[config.mk]
export PLATFORM = sky130hd
export DESIGN_NAME = lcm_of_three_unit
export DESIGN_NICKNAME = d
export VERILOG_FILES = /design/src/lcm3_pkg.sv /design/src/lcm_of_three_unit.sv
export SDC_FILE = /design/constraint.sdc
export NUM_CORES = 1
export LEC_CHECK = 0
export ABC_AREA = 1
export ABC_CLOCK_PERIOD_IN_PS = 7950
export BUFFER_PORTS_ARGS = -buffer_cell sky130_fd_sc_hd__buf_2
export CORE_UTILIZATION = 45
export DETAILED_ROUTE_END_ITERATION = 6
export PLACE_DENSITY_LB_ADDON = 0.08
export SKIP_LAST_GASP = 1
export SYNTH_ARGS = -nofsm -noshare
export SYNTH_HDL_FRONTEND = slang
export SYNTH_SLANG_ARGS = --single-unit
[constraint.sdc]
create_clock -name clock -period 7.95 [get_ports clock]
set_clock_uncertainty 0.05 [all_clocks]
set_input_delay 0.795 -clock clock [delete_from_list [all_inputs] [get_ports clock]]
set_output_delay 0.795 -clock clock [all_outputs]
set_load 0.05 [all_outputs]
[src/lcm3_pkg.sv]
// Package for the three-operand least common multiple unit.
// Holds the sequencer state type and the fixed result width; no dependencies.
package lcm3_pkg;

   localparam int MULTIPLE_WIDTH = 48;

   typedef enum logic [1:0] {
      ST_IDLE,
      ST_GCD,
      ST_DIV,
      ST_MUL
   } state_type;

endpackage

[src/lcm_of_three_unit.sv]
// Top level of the three-operand least common multiple unit.
// Depends on lcm3_pkg for the sequencer state type and the result width.
//
// Usage: drive the three operands and raise start while busy is low; that edge is the
// input transfer. With nonzero operands the unit then runs with busy high and finally
// shows the result on rsp_multiple and rsp_invalid for exactly one cycle, marked by rsp_valid.
// The receiver cannot stall: the result transfer happens at the edge ending that cycle,
// so it must be captured then. A new start is taken in the same cycle as the strobe.
// An operand of zero gives rsp_invalid high and rsp_multiple zero in the cycle after the
// transfer. Otherwise the time is set by one shared adder/subtractor that does all the
// arithmetic under a small sequencer, one step a cycle. Each of the two pair reductions,
// lcm(a, b) = (a / gcd(a, b)) * b, takes a binary gcd, then an exact restoring division
// and then a shift-add multiply. Operand bits above OPERAND_WIDTH do not exist at the
// ports; results wider than 48 bits keep their low bits.
module lcm_of_three_unit #(
   parameter int OPERAND_WIDTH = 16
) (
   input  logic                               clock,
   input  logic                               reset,
   input  logic                               start,
   output logic                               busy,
   input  logic [OPERAND_WIDTH-1:0]           req_first_value,
   input  logic [OPERAND_WIDTH-1:0]           req_second_value,
   input  logic [OPERAND_WIDTH-1:0]           req_third_value,
   output logic                               rsp_valid,
   output logic [lcm3_pkg::MULTIPLE_WIDTH-1:0] rsp_multiple,
   output logic                               rsp_invalid
);
   import lcm3_pkg::*;

   // The datapath is wide enough for the full product of three operands.
   localparam int DW = 3 * OPERAND_WIDTH;
   localparam int CW = $clog2(DW);

   state_type state_ff, state_in;

   // a: gcd working value, then division remainder, then product accumulator.
   // b: gcd working value; once its odd part is final it is the divisor.
   // xs: dividend with common factors of two removed, then quotient, then multiplicand.
   logic [DW-1:0]            a_ff, a_in;
   logic [DW-1:0]            b_ff, b_in;
   logic [DW-1:0]            xs_ff, xs_in;
   logic [OPERAND_WIDTH-1:0] y_ff, y_in;
   logic [OPERAND_WIDTH-1:0] z_ff, z_in;
   logic                     pass_ff, pass_in;
   logic [CW-1:0]            cnt_ff, cnt_in;

   logic                     rsp_valid_ff, rsp_valid_in;
   logic [MULTIPLE_WIDTH-1:0] multiple_ff, multiple_in;
   logic                     invalid_ff, invalid_in;

   // The one shared adder/subtractor. With sub high, carry out high means no borrow.
   logic [DW-1:0] op_a, op_b;
   logic          op_sub;
   logic [DW:0]   op_sum;
   logic [DW-1:0] trial;

   assign op_sum = {1'b0, op_a} + {1'b0, op_b ^ {DW{op_sub}}} + {{DW{1'b0}}, op_sub};

   // Next partial remainder for the restoring division: shift in the dividend's top bit.
   assign trial = {a_ff[DW-2:0], xs_ff[DW-1]};

   always_comb begin
      op_a   = a_ff;
      op_b   = b_ff;
      op_sub = 1'b1;
      case (state_ff)
         ST_DIV: begin
            op_a = trial;
         end
         ST_MUL: begin
            op_b   = xs_ff;
            op_sub = 1'b0;
         end
         default: begin
         end
      endcase
   end

   always_comb begin
      state_in     = state_ff;
      a_in         = a_ff;
      b_in         = b_ff;
      xs_in        = xs_ff;
      y_in         = y_ff;
      z_in         = z_ff;
      pass_in      = pass_ff;
      cnt_in       = cnt_ff;
      rsp_valid_in = 1'b0;
      multiple_in  = multiple_ff;
      invalid_in   = invalid_ff;

      case (state_ff)
         ST_IDLE: begin
            if (start) begin
               if (req_first_value == '0 || req_second_value == '0 ||
                   req_third_value == '0) begin
                  rsp_valid_in = 1'b1;
                  multiple_in  = '0;
                  invalid_in   = 1'b1;
               end else begin
                  a_in     = DW'(req_first_value);
                  b_in     = DW'(req_second_value);
                  xs_in    = DW'(req_first_value);
                  y_in     = req_second_value;
                  z_in     = req_third_value;
                  pass_in  = 1'b0;
                  state_in = ST_GCD;
               end
            end
         end

         ST_GCD: begin
            if (a_ff == '0) begin
               // b now holds the odd part of the gcd, and xs the dividend with the gcd's factors of
               // two removed; the remainder register a starts at zero.
               cnt_in   = CW'(DW - 1);
               state_in = ST_DIV;
            end else if (!a_ff[0] && !b_ff[0]) begin
               a_in  = a_ff >> 1;
               b_in  = b_ff >> 1;
               xs_in = xs_ff >> 1;
            end else if (!a_ff[0]) begin
               a_in = a_ff >> 1;
            end else if (!b_ff[0]) begin
               b_in = b_ff >> 1;
            end else if (op_sum[DW]) begin
               a_in = op_sum[DW-1:0];
            end else begin
               // a is below b: swap so that the next step subtracts the other way.
               a_in = b_ff;
               b_in = a_ff;
            end
         end

         ST_DIV: begin
            if (op_sum[DW]) begin
               a_in  = op_sum[DW-1:0];
               xs_in = {xs_ff[DW-2:0], 1'b1};
            end else begin
               a_in  = trial;
               xs_in = {xs_ff[DW-2:0], 1'b0};
            end
            if (cnt_ff == '0) begin
               // The division is exact, so the accumulator starts the multiply at zero.
               a_in     = '0;
               state_in = ST_MUL;
            end else begin
               cnt_in = cnt_ff - 1'b1;
            end
         end

         ST_MUL: begin
            if (y_ff == '0) begin
               if (!pass_ff) begin
                  b_in     = DW'(z_ff);
                  xs_in    = a_ff;
                  y_in     = z_ff;
                  pass_in  = 1'b1;
                  state_in = ST_GCD;
               end else begin
                  rsp_valid_in = 1'b1;
                  multiple_in  = MULTIPLE_WIDTH'(a_ff);
                  invalid_in   = 1'b0;
                  state_in     = ST_IDLE;
               end
            end else begin
               if (y_ff[0]) begin
                  a_in = op_sum[DW-1:0];
               end
               xs_in = xs_ff << 1;
               y_in  = y_ff >> 1;
            end
         end

         default: begin
            state_in = ST_IDLE;
         end
      endcase
   end

   always_ff @(posedge clock) begin
      if (reset) begin
         state_ff     <= ST_IDLE;
         rsp_valid_ff <= 1'b0;
      end else begin
         state_ff     <= state_in;
         rsp_valid_ff <= rsp_valid_in;
      end
   end

   always_ff @(posedge clock) begin
      a_ff        <= a_in;
      b_ff        <= b_in;
      xs_ff       <= xs_in;
      y_ff        <= y_in;
      z_ff        <= z_in;
      pass_ff     <= pass_in;
      cnt_ff      <= cnt_in;
      multiple_ff <= multiple_in;
      invalid_ff  <= invalid_in;
   end

   assign busy         = (state_ff != ST_IDLE);
   assign rsp_valid    = rsp_valid_ff;
   assign rsp_multiple = multiple_ff;
   assign rsp_invalid  = invalid_ff;

endmodule

======== Word level (Yosys, flattened, before mapping) ========
Index checks and enable logic that the tools add are counted.
word-level totals
  latch bits .............................. 0
  memories kept ........................... 0
  flip-flop bits (word level) ............. 235
  memory bits (read-only) ................. 0
  RAM bits ................................ 0
  input bits .............................. 51
operators by class
  eq/ne operators ......................... 20
  shift-type cells ........................ 0
  multipliers ............................. 0
  multiplexer cells ....................... 65
  order comparisons ....................... 0
  divide/modulo/power cells ............... 0
  bitwise logic cells ..................... 2
  reduce and logical (&&, ||, !) cells .... 27
  add/subtract/negate cells ............... 3
operators with widths
  cell                count
  $mux 48             30
  $pmux 48 s4         2
  $pmux 48 s3         1
  $pmux 48 s2         1
  $logic_not 16->1    4
  $mux 16             4
  $add 48x48->49      1
  $add 49x1->49       1
  $logic_not 48->1    1
  $xor 48x48->48      1
  $pmux 16 s2         1
  $ne 2x2->1 const B  13
  $reduce_and 5->1    4
  $mux 1              14
  $mux 6              2
  $pmux 6 s2          1
  $mux 2              5
  $ne 4x4->1 const B  2
  $pmux 2 s4          1
  $reduce_and 4->1    2
  $reduce_and 8->1    1
  $reduce_and 7->1    1
  $logic_not 6->1     1
  $ne 3x3->1 const B  2
  13 further kinds    21

======== Depth between registers and ports, before layout ========
Gate-level depths: netlist of run 1.
  word-level depth ........................ 11
  gate-level depth with buffers ........... 26
  mapped depth without buffers ............ 22

======== Worst setup path after synthesis of run 1 ========
Ideal clock, no wire load.
  path kind ............................... reg2reg
  from .................................... reg y_ff[4]
  to ...................................... reg invalid_ff (netlist: rsp_invalid) (enable)
  setup slack ............................. 2.212 ns
  cell stages (with the launch flop) ...... 11
  setup time .............................. 0.529 ns
  clock period less this slack ............ 5.738 ns
  path buffers ............................ 1
  data arrival time ....................... 5.158 ns
  data required time ...................... 7.371 ns
  cells stage by stage .................... edfxtp_1 inv_1 nand2_1 nor4_1 nand2_1 inv_1 nor2_1 inv_1 clkbuf_1 nand2_1 a211oi_1
on the way
  word-level cells in the longest chain between the ends .. 3
ends and longest elaborated chain
  element                     RTL line                  text
  start, declared             lcm_of_three_unit.sv:43   logic [OPERAND_WIDTH-1:0] y_ff, y_in;
  start signal, assigned      lcm_of_three_unit.sv:196  y_ff <= y_in;
  $logic_not 16->1            lcm_of_three_unit.sv:154  if (y_ff == '0) begin
  $ne 2x2->1 (no line)        -
  $reduce_and 5->1 (no line)  -
  end signal, assigned        lcm_of_three_unit.sv:201  invalid_ff <= invalid_in;
  end, declared               lcm_of_three_unit.sv:50   logic invalid_ff, invalid_in;
No other way between the ends.
A chain may end at the register's enable or synchronous reset.

======== Worst setup path after layout of run 1 ========
  from .................................... reg state_ff[0]
  to ...................................... reg b_ff[44] (enable)
on the way
  word-level cells in the longest chain between the ends .. 7
ends and longest elaborated chain
  element                            RTL line                                          text
  start, declared                    lcm_of_three_unit.sv:35                           state_type state_ff, state_in;
  start signal, assigned             lcm_of_three_unit.sv:187                          state_ff <= state_in;
  $eq 2x2->1                         lcm_of_three_unit.sv:67, lcm_of_three_unit.sv:93
  $mux 48 or $mux 1 (tied branches)  lcm_of_three_unit.sv:67                           case (state_ff)
  $xor 48x48->48                     lcm_of_three_unit.sv:58                           assign op_sum = {1'b0, op_a} + {1'b0, op_b ^ {DW{op_sub}}} + {{DW{1'b0}}, op_sub};
  $add 48x48->49                     lcm_of_three_unit.sv:58
  $add 49x1->49                      lcm_of_three_unit.sv:58
  $ne 4x4->1 (no line)               -
  $reduce_and 8->1 (no line) *       -
  end signal, assigned               lcm_of_three_unit.sv:194                          b_ff <= b_in;
  end, declared                      lcm_of_three_unit.sv:41                           logic [DW-1:0] b_ff, b_in;
Every way passes the cells marked *; elsewhere a longest branch is shown, timed or not.

==> results.md, run 1 <==
* DR top layer: met5
* Post-synthesis sequential area ratio at 39.8%
* DR iter-0 viols at 1596
* Fmax achieved at 0.163 GHz
* Most frequent cells in the layout: nand2_1, inv_1, o21ai_0
* Simple-gate portion of the synthesized area at 26.5%
* Die height at 200 um
* Crit path cell chain: inv_1 -> ha_4 -> buf_4 -> o21ai_0 -> ha_1 -> a21oi_1 -> o21ai_0 -> a21oi_1 -> nand2_1 -> nand2_2 -> nand3_2 -> inv_1 -> o21a_2 -> buf_4
* Worst Hold Depth at 1
* Least-Margin Pin Slew at 1.30 ns
* Yosys warns at 0
* Final ANT Viol Nets at 0
* Vias at 17258
* N_diodes at 0
* Worst Hold Launch: req_third_value[10]
* Core area at 38600 um^2
* First-pass DRT Iterations at 6
* Clk Latency, worst-skew pair at 0.58 ns
* Grt total ovfl at 0
* Status: finished, final reports clean
* Vias in the first global route at 16598
* Largest family of logic cells by synthesized area: simple AND/OR/NAND/NOR gates
* Critical path's top delay family: compound AO/OA/AOI/OAI gates
* Hold_buf cts at 0
* Setup TNS at 0 ns
* Post-CTS setup buffers at 0
* Worst reg2reg startpoint: state_ff[0]$_SDFFE_PP0P_
* Per-cell routed wire length at 20.9 um
* IO Port Bufs at 101
* First-pass GRT wire length at 98000 um
* Final-report hold violation count at 0
* CTS clk-pin slew, worst paths at 0.06 ns
* Period minus WS final at 6.14 ns
* RSZ-0062 raised after global routing: false
* Crit path buffers/inverters at 4
* WP data required at 8.14 ns
* Clock buffer count from CTS at 28
* Final setup viols at 0
* Row count at 72
* Ys flop type: edfxtp_1
* Largest net degree at the start of global routing at 97
* Number of synthesized register bits at 235
* Worst path slowest cell: o21a_2
* Hold endpoint: z_ff[10]$_DFFE_PP_
* Worst slew margin at 13.3%
* EDFF count, synth at 232
* M1 wire length at 28100 um
* GP Congestion at 0.997
* R2R Path End: b_ff[44]$_DFFE_PP_
* Multiplexer area fraction after synthesis at 0%
* Cell area after synthesis at 17700 um^2
* Fin crit share at 77.2%
* XOR/XNOR Fraction of Synth Area at 1.69%
* Syn nets at 2594
* Met3 routed WL at 3690 um
* Asr flop ratio synth at 0%
* DR vias/cell at 5.62
* Initial Util at 45.7%
* Die width at 200 um
* CTS tree: yes
* Synth Area per Inst at 7.10 um^2
* R2r setup slk at 1.81 ns
* Root Driver: clkbuf_16
* Syn-to-layout area delta at 11.0%
* Compound-Gate Fraction of Synth Area at 17.0%
* PostCTS Resize Cnt at 0
* Crit-path max cell delay at 0.81 ns
* H-tree depth at 1
* Die ar. at 40000 um^2
* Cells after Synth at 2486
* Max_cap viols at 0
* Dpl hpwl at 47900 um
* Critical path type: reg2reg
* Synth unique cells at 52
* # IOs at 102
* Met2 WL at 30600 um
* Routed WL at 64300 um
* Crit path from: state_ff[0]$_SDFFE_PP0P_
* Hold crit path type: in2reg
* Max Slew Vio Count at 0
* NumNets Final at 2640
* Crit path depth at 14
* GRT Util Overall at 32.3%
* Number of clock sinks at 235
* Crit-path max FO at 86
* Critical Path Sink Type: flop
* Clock Tree Buf Depth at 3
* Worst-case reg-to-reg path depth at 14
* Synth Area in Adders at 4.08%
* Critical Path Start Type: flop
* Number of remaining DRC errors at 0
* Leading cell type in the layout, fill and taps excluded: nand2_1
* WP data arrival at 6.33 ns
* Layout cells sized above 1 at 8.22%
* Antenna violations before repair at 2
[per-stage QoR]
step                instance area, um^2  setup slack (ns)  cells  hold WS, ns  util [%]
global route                      19600              1.42   3072        0.343      50.7
finish                            19600              1.81   3072        0.354      50.7
CTS                               19600              1.85   3072        0.327      50.7
detailed placement                18600              1.90   3020        0.500      48.2
global placement                  18600              2.12   3020        0.492      48.2
floorplan                         17700              2.21   2486        0.433         -
[cell type report]
cell class / instances / area [um^2]
clock buffer: 34 / 723
inverter: 389 / 1460
timing repair buffer: 127 / 713
tap: 518 / 648
multi-input combinational: 1751 / 8780
clock inverter: 18 / 253
fill: 3956 / 19000
sequential: 235 / 7030
[cell families (layout without fill, tap and decap cells)]
| logic type | count (synthesis) | count (layout) |
|---|---|---|
| and+or+nand+nor | 1134 | 1134 |
| buffers and inverters | 500 | 568 |
| xor gates and xnor gates | 34 | 34 |
| DFF | 235 | 235 |
| AOI/OAI and AO/OA | 526 | 526 |
| adders and majority gates | 57 | 57 |
[metal layers]
layer  track usage [%]  vias to the layer above
met5                 0                        -
met4              10.1                        2
met3              3.44                      120
met2              53.8                      651
met1              43.7                     8183
li1                  -                     8302
[state kept, by name, indices dropped and copies added, names as in the netlist]
signal and cells:
rsp_multiple 48, xs_ff 48, a_ff 48, rsp_invalid 1, rsp_valid 1, b_ff 48
state_ff 2, cnt_ff 6, pass_ff 1, y_ff 16, z_ff 16
[Yosys cell counts, types with 4 or more instances]
| library cell | n | area, um^2 |
|---|---|---|
| nand2_1 | 830 | 3120 |
| inv_1 | 380 | 1430 |
| o21ai_0 | 257 | 1290 |
| edfxtp_1 | 232 | 6970 |
| a21oi_1 | 124 | 621 |
| nor2_1 | 110 | 413 |
| clkbuf_1 | 79 | 297 |
| o211ai_1 | 76 | 571 |
| nand3_1 | 72 | 360 |
| ha_1 | 56 | 701 |
| nand4_1 | 45 | 282 |
| xor2_1 | 20 | 175 |
| nor3_1 | 19 | 95.1 |
| nor4_1 | 18 | 113 |
| buf_1 | 16 | 60.1 |
| nand3b_1 | 15 | 113 |
| o221ai_1 | 15 | 131 |
| xnor2_1 | 14 | 123 |
| o21bai_1 | 12 | 90.1 |
| o22ai_1 | 10 | 62.6 |
| a31oi_1 | 8 | 50.1 |
| buf_2 | 8 | 40.0 |
| inv_2 | 7 | 26.3 |
| a22oi_1 | 6 | 45.0 |
| buf_6 | 6 | 67.6 |
| nand2_2 | 6 | 37.5 |
| o21a_1 | 4 | 30.0 |
[worst max path at each step]
stage	end	slack (ns)
after floorplan	rsp_invalid$_DFFE_PP_	2.21
after global placement	b_ff[47]$_DFFE_PP_	2.12
after detailed placement	b_ff[46]$_DFFE_PP_	1.90
after CTS	b_ff[44]$_DFFE_PP_	1.85
after global routing	b_ff[44]$_DFFE_PP_	1.42
final	b_ff[44]$_DFFE_PP_	1.81
Power of run 1 is not shown: default switching activity piles up to over one toggle a cycle in this logic, so the estimate is an artifact.
==> run 2: changes to the inputs <==
--- a/config.mk
+++ b/config.mk
@@ -6,7 +6,7 @@
 export NUM_CORES = 1
 export LEC_CHECK = 0
 export ABC_AREA = 1
-export ABC_CLOCK_PERIOD_IN_PS = 7950
+export ABC_CLOCK_PERIOD_IN_PS = 5300
 export BUFFER_PORTS_ARGS = -buffer_cell sky130_fd_sc_hd__buf_2
 export CORE_UTILIZATION = 45
 export DETAILED_ROUTE_END_ITERATION = 6
==> constraint.sdc (replaced) <==
create_clock -name clock -period 5.3 [get_ports clock]
set_clock_uncertainty 0.05 [all_clocks]
set_input_delay 0.53 -clock clock [delete_from_list [all_inputs] [get_ports clock]]
set_output_delay 0.53 -clock clock [all_outputs]
set_load 0.05 [all_outputs]
==> results.md, run 2 (synthesis gave the netlist of run 1 again) <==
* Status: finished, final reports clean
* Initial Util at 45.7% (unchanged)
* Critical Path Start Type: flop
* WP data required at 5.44 ns (-2.70 ns)
* Crit path cell chain: ha_4 -> buf_4 -> o21ai_0 -> ha_1 -> a21oi_1 -> o21ai_1 -> a21oi_1 -> nand2_1 -> nand2_2 -> nand3_2 -> inv_1 -> o21a_2 -> buf_4
* GP Congestion at 1.02 (+2.4%)
* Final setup viols at 0 (unchanged)
* Final-report hold violation count at 0 (unchanged)
* Root Driver: clkbuf_16
* Fmax achieved at 0.213 GHz (+31%)
* DR vias/cell at 5.60 (-0.39%)
* Worst Hold Launch: req_third_value[6]
* Die width at 200 um (unchanged)
* Clock Tree Buf Depth at 3 (unchanged)
* First-pass GRT wire length at 97700 um (-0.25%)
* Critical path type: reg2reg
* Clock buffer count from CTS at 27 (-3.6%)
* CTS clk-pin slew, worst paths at 0.06 ns (about the same)
* Per-cell routed wire length at 20.9 um (-0.37%)
* Post-Place Setup Slack at 0.700 ns (-1.20 ns)
* CTS tree: yes
* Max Slew Vio Count at 0 (unchanged)
* RSZ-0062 raised after global routing: false
* Hold_buf cts at 0 (unchanged)
* Number of clock sinks at 235 (unchanged)
* Routed WL at 64300 um (about the same)
* N_diodes at 0 (unchanged)
* First-pass DRT Iterations at 7 (+1)
* Leading cell type in the layout, fill and taps excluded: nand2_1
* Fin crit share at 88.5% (+11 points)
* GRT Util Overall at 32.4% (+0.16 points)
* Die ar. at 40000 um^2 (unchanged)
* Hold crit path type: in2reg
* Worst reg2reg startpoint: state_ff[0]$_SDFFE_PP0P_
* DR iter-0 viols at 1538 (-3.6%)
* Layout cells sized above 1 at 8.57% (+0.35 points)
* Period minus WS final at 4.69 ns (-1.44 ns)
* Die height at 200 um (unchanged)
* WP data arrival at 4.83 ns (-1.50 ns)
* Fillers at 3913 (-1.1%)
* # IOs at 102 (unchanged)
* Crit-path max cell delay at 0.77 ns (-0.04 ns)
* Final Non-Filler Cells at 3084 (+0.39%)
* FF/Latch Area at 7030 um^2 (unchanged)
* Number of remaining DRC errors at 0 (unchanged)
* Dpl hpwl at 47800 um (-0.12%)
* Max_cap viols at 0 (unchanged)
* Setup TNS at 0 ns (unchanged)
* Worst slew margin at 21.3% (+8.0 points)
* H-tree depth at 1 (unchanged)
* Antenna violations before repair at 0 (-2)
* Critical Path Sink Type: flop
* Final ANT Viol Nets at 0 (unchanged)
* PostCTS Resize Cnt at 0 (unchanged)
* Least-Margin Pin Slew at 1.18 ns (-0.123 ns)
* Crit path buffers/inverters at 3 (-1)
* Grt total ovfl at 0 (unchanged)
* Clk Latency, worst-skew pair at 0.56 ns (-0.02 ns)
* Syn-to-layout area delta at 10.8%
* NumNets Final at 2655 (+0.57%)
* DP Cell Count at 3036 (+0.53%)
* IO Port Bufs at 101 (unchanged)
* Final core occ at 50.6% (-0.12 points)
* Multi-input logic area at 8770 um^2 (about the same)
* Crit path from: state_ff[0]$_SDFFE_PP0P_
* Worst path slowest cell: ha_4
* Most frequent cells in the layout: nand2_1, inv_1, o21ai_0
* Crit-path max FO at 77 (-10%)
* Vias in the first global route at 16480 (-0.71%)
* Post-CTS setup buffers at 0 (unchanged)
* Row count at 72 (unchanged)
* Largest net degree at the start of global routing at 78 (-20%)
* Core area at 38600 um^2 (unchanged)
* Vias at 17257 (-0.0058%)
* Fin worst setup slack at 0.609 ns (-1.21 ns)
* Critical path's top delay family: adder cells
==> run 2: layer usage <==
metal / vias to the layer above / routed length (um) / global-route usage, %
met5: - / 0 / 0
met4: 0 / 2820 / 14.0
met3: 133 / 4100 / 4.37
met2: 676 / 29700 / 53.0
met1: 8122 / 27700 / 42.9
li1: 8326 / - / -
==> run 2: worst reg2reg max path, delay by kind of cell (launching register included) <==
family                     cells  cell delay (ns)
adders and majority gates      2             1.16
AOI/OAI and AO/OA              5             0.90
and+or+nand+nor                3             0.59
buffers and inverters          3             1.07
DFF                            1             0.52
==> run 2: final cells by class <==
class,count,share of cell area (%)
multi-input cells,1751,44.8
flip-flops and latches,235,35.9
inverters,389,7.47
repair buffers,143,4.33
clock buffers,30,3.51
well taps,518,3.31
clock inverters,18,0.595
==> run 2: worst paths after layout <==
path                             endpoint  slack [ns]  depth (start not counted)
setup / recovery       b_ff[32]$_DFFE_PP_        0.61                         13
hold / removal          z_ff[6]$_DFFE_PP_        0.10                          1
setup reg to reg       b_ff[32]$_DFFE_PP_        0.61                         13
hold reg to reg   cnt_ff[0]$_SDFFCE_PP1P_        0.52                          1
==> run 2: stage by stage <==
step                hold WS (ns)  cell area, um^2
floorplan                  0.433            17700
global placement           0.496            18800
detailed placement         0.507            18800
CTS                       0.0847            19600
global route              0.0958            19600
finish                     0.102            19600
Power of run 2 is left out for the same reason.
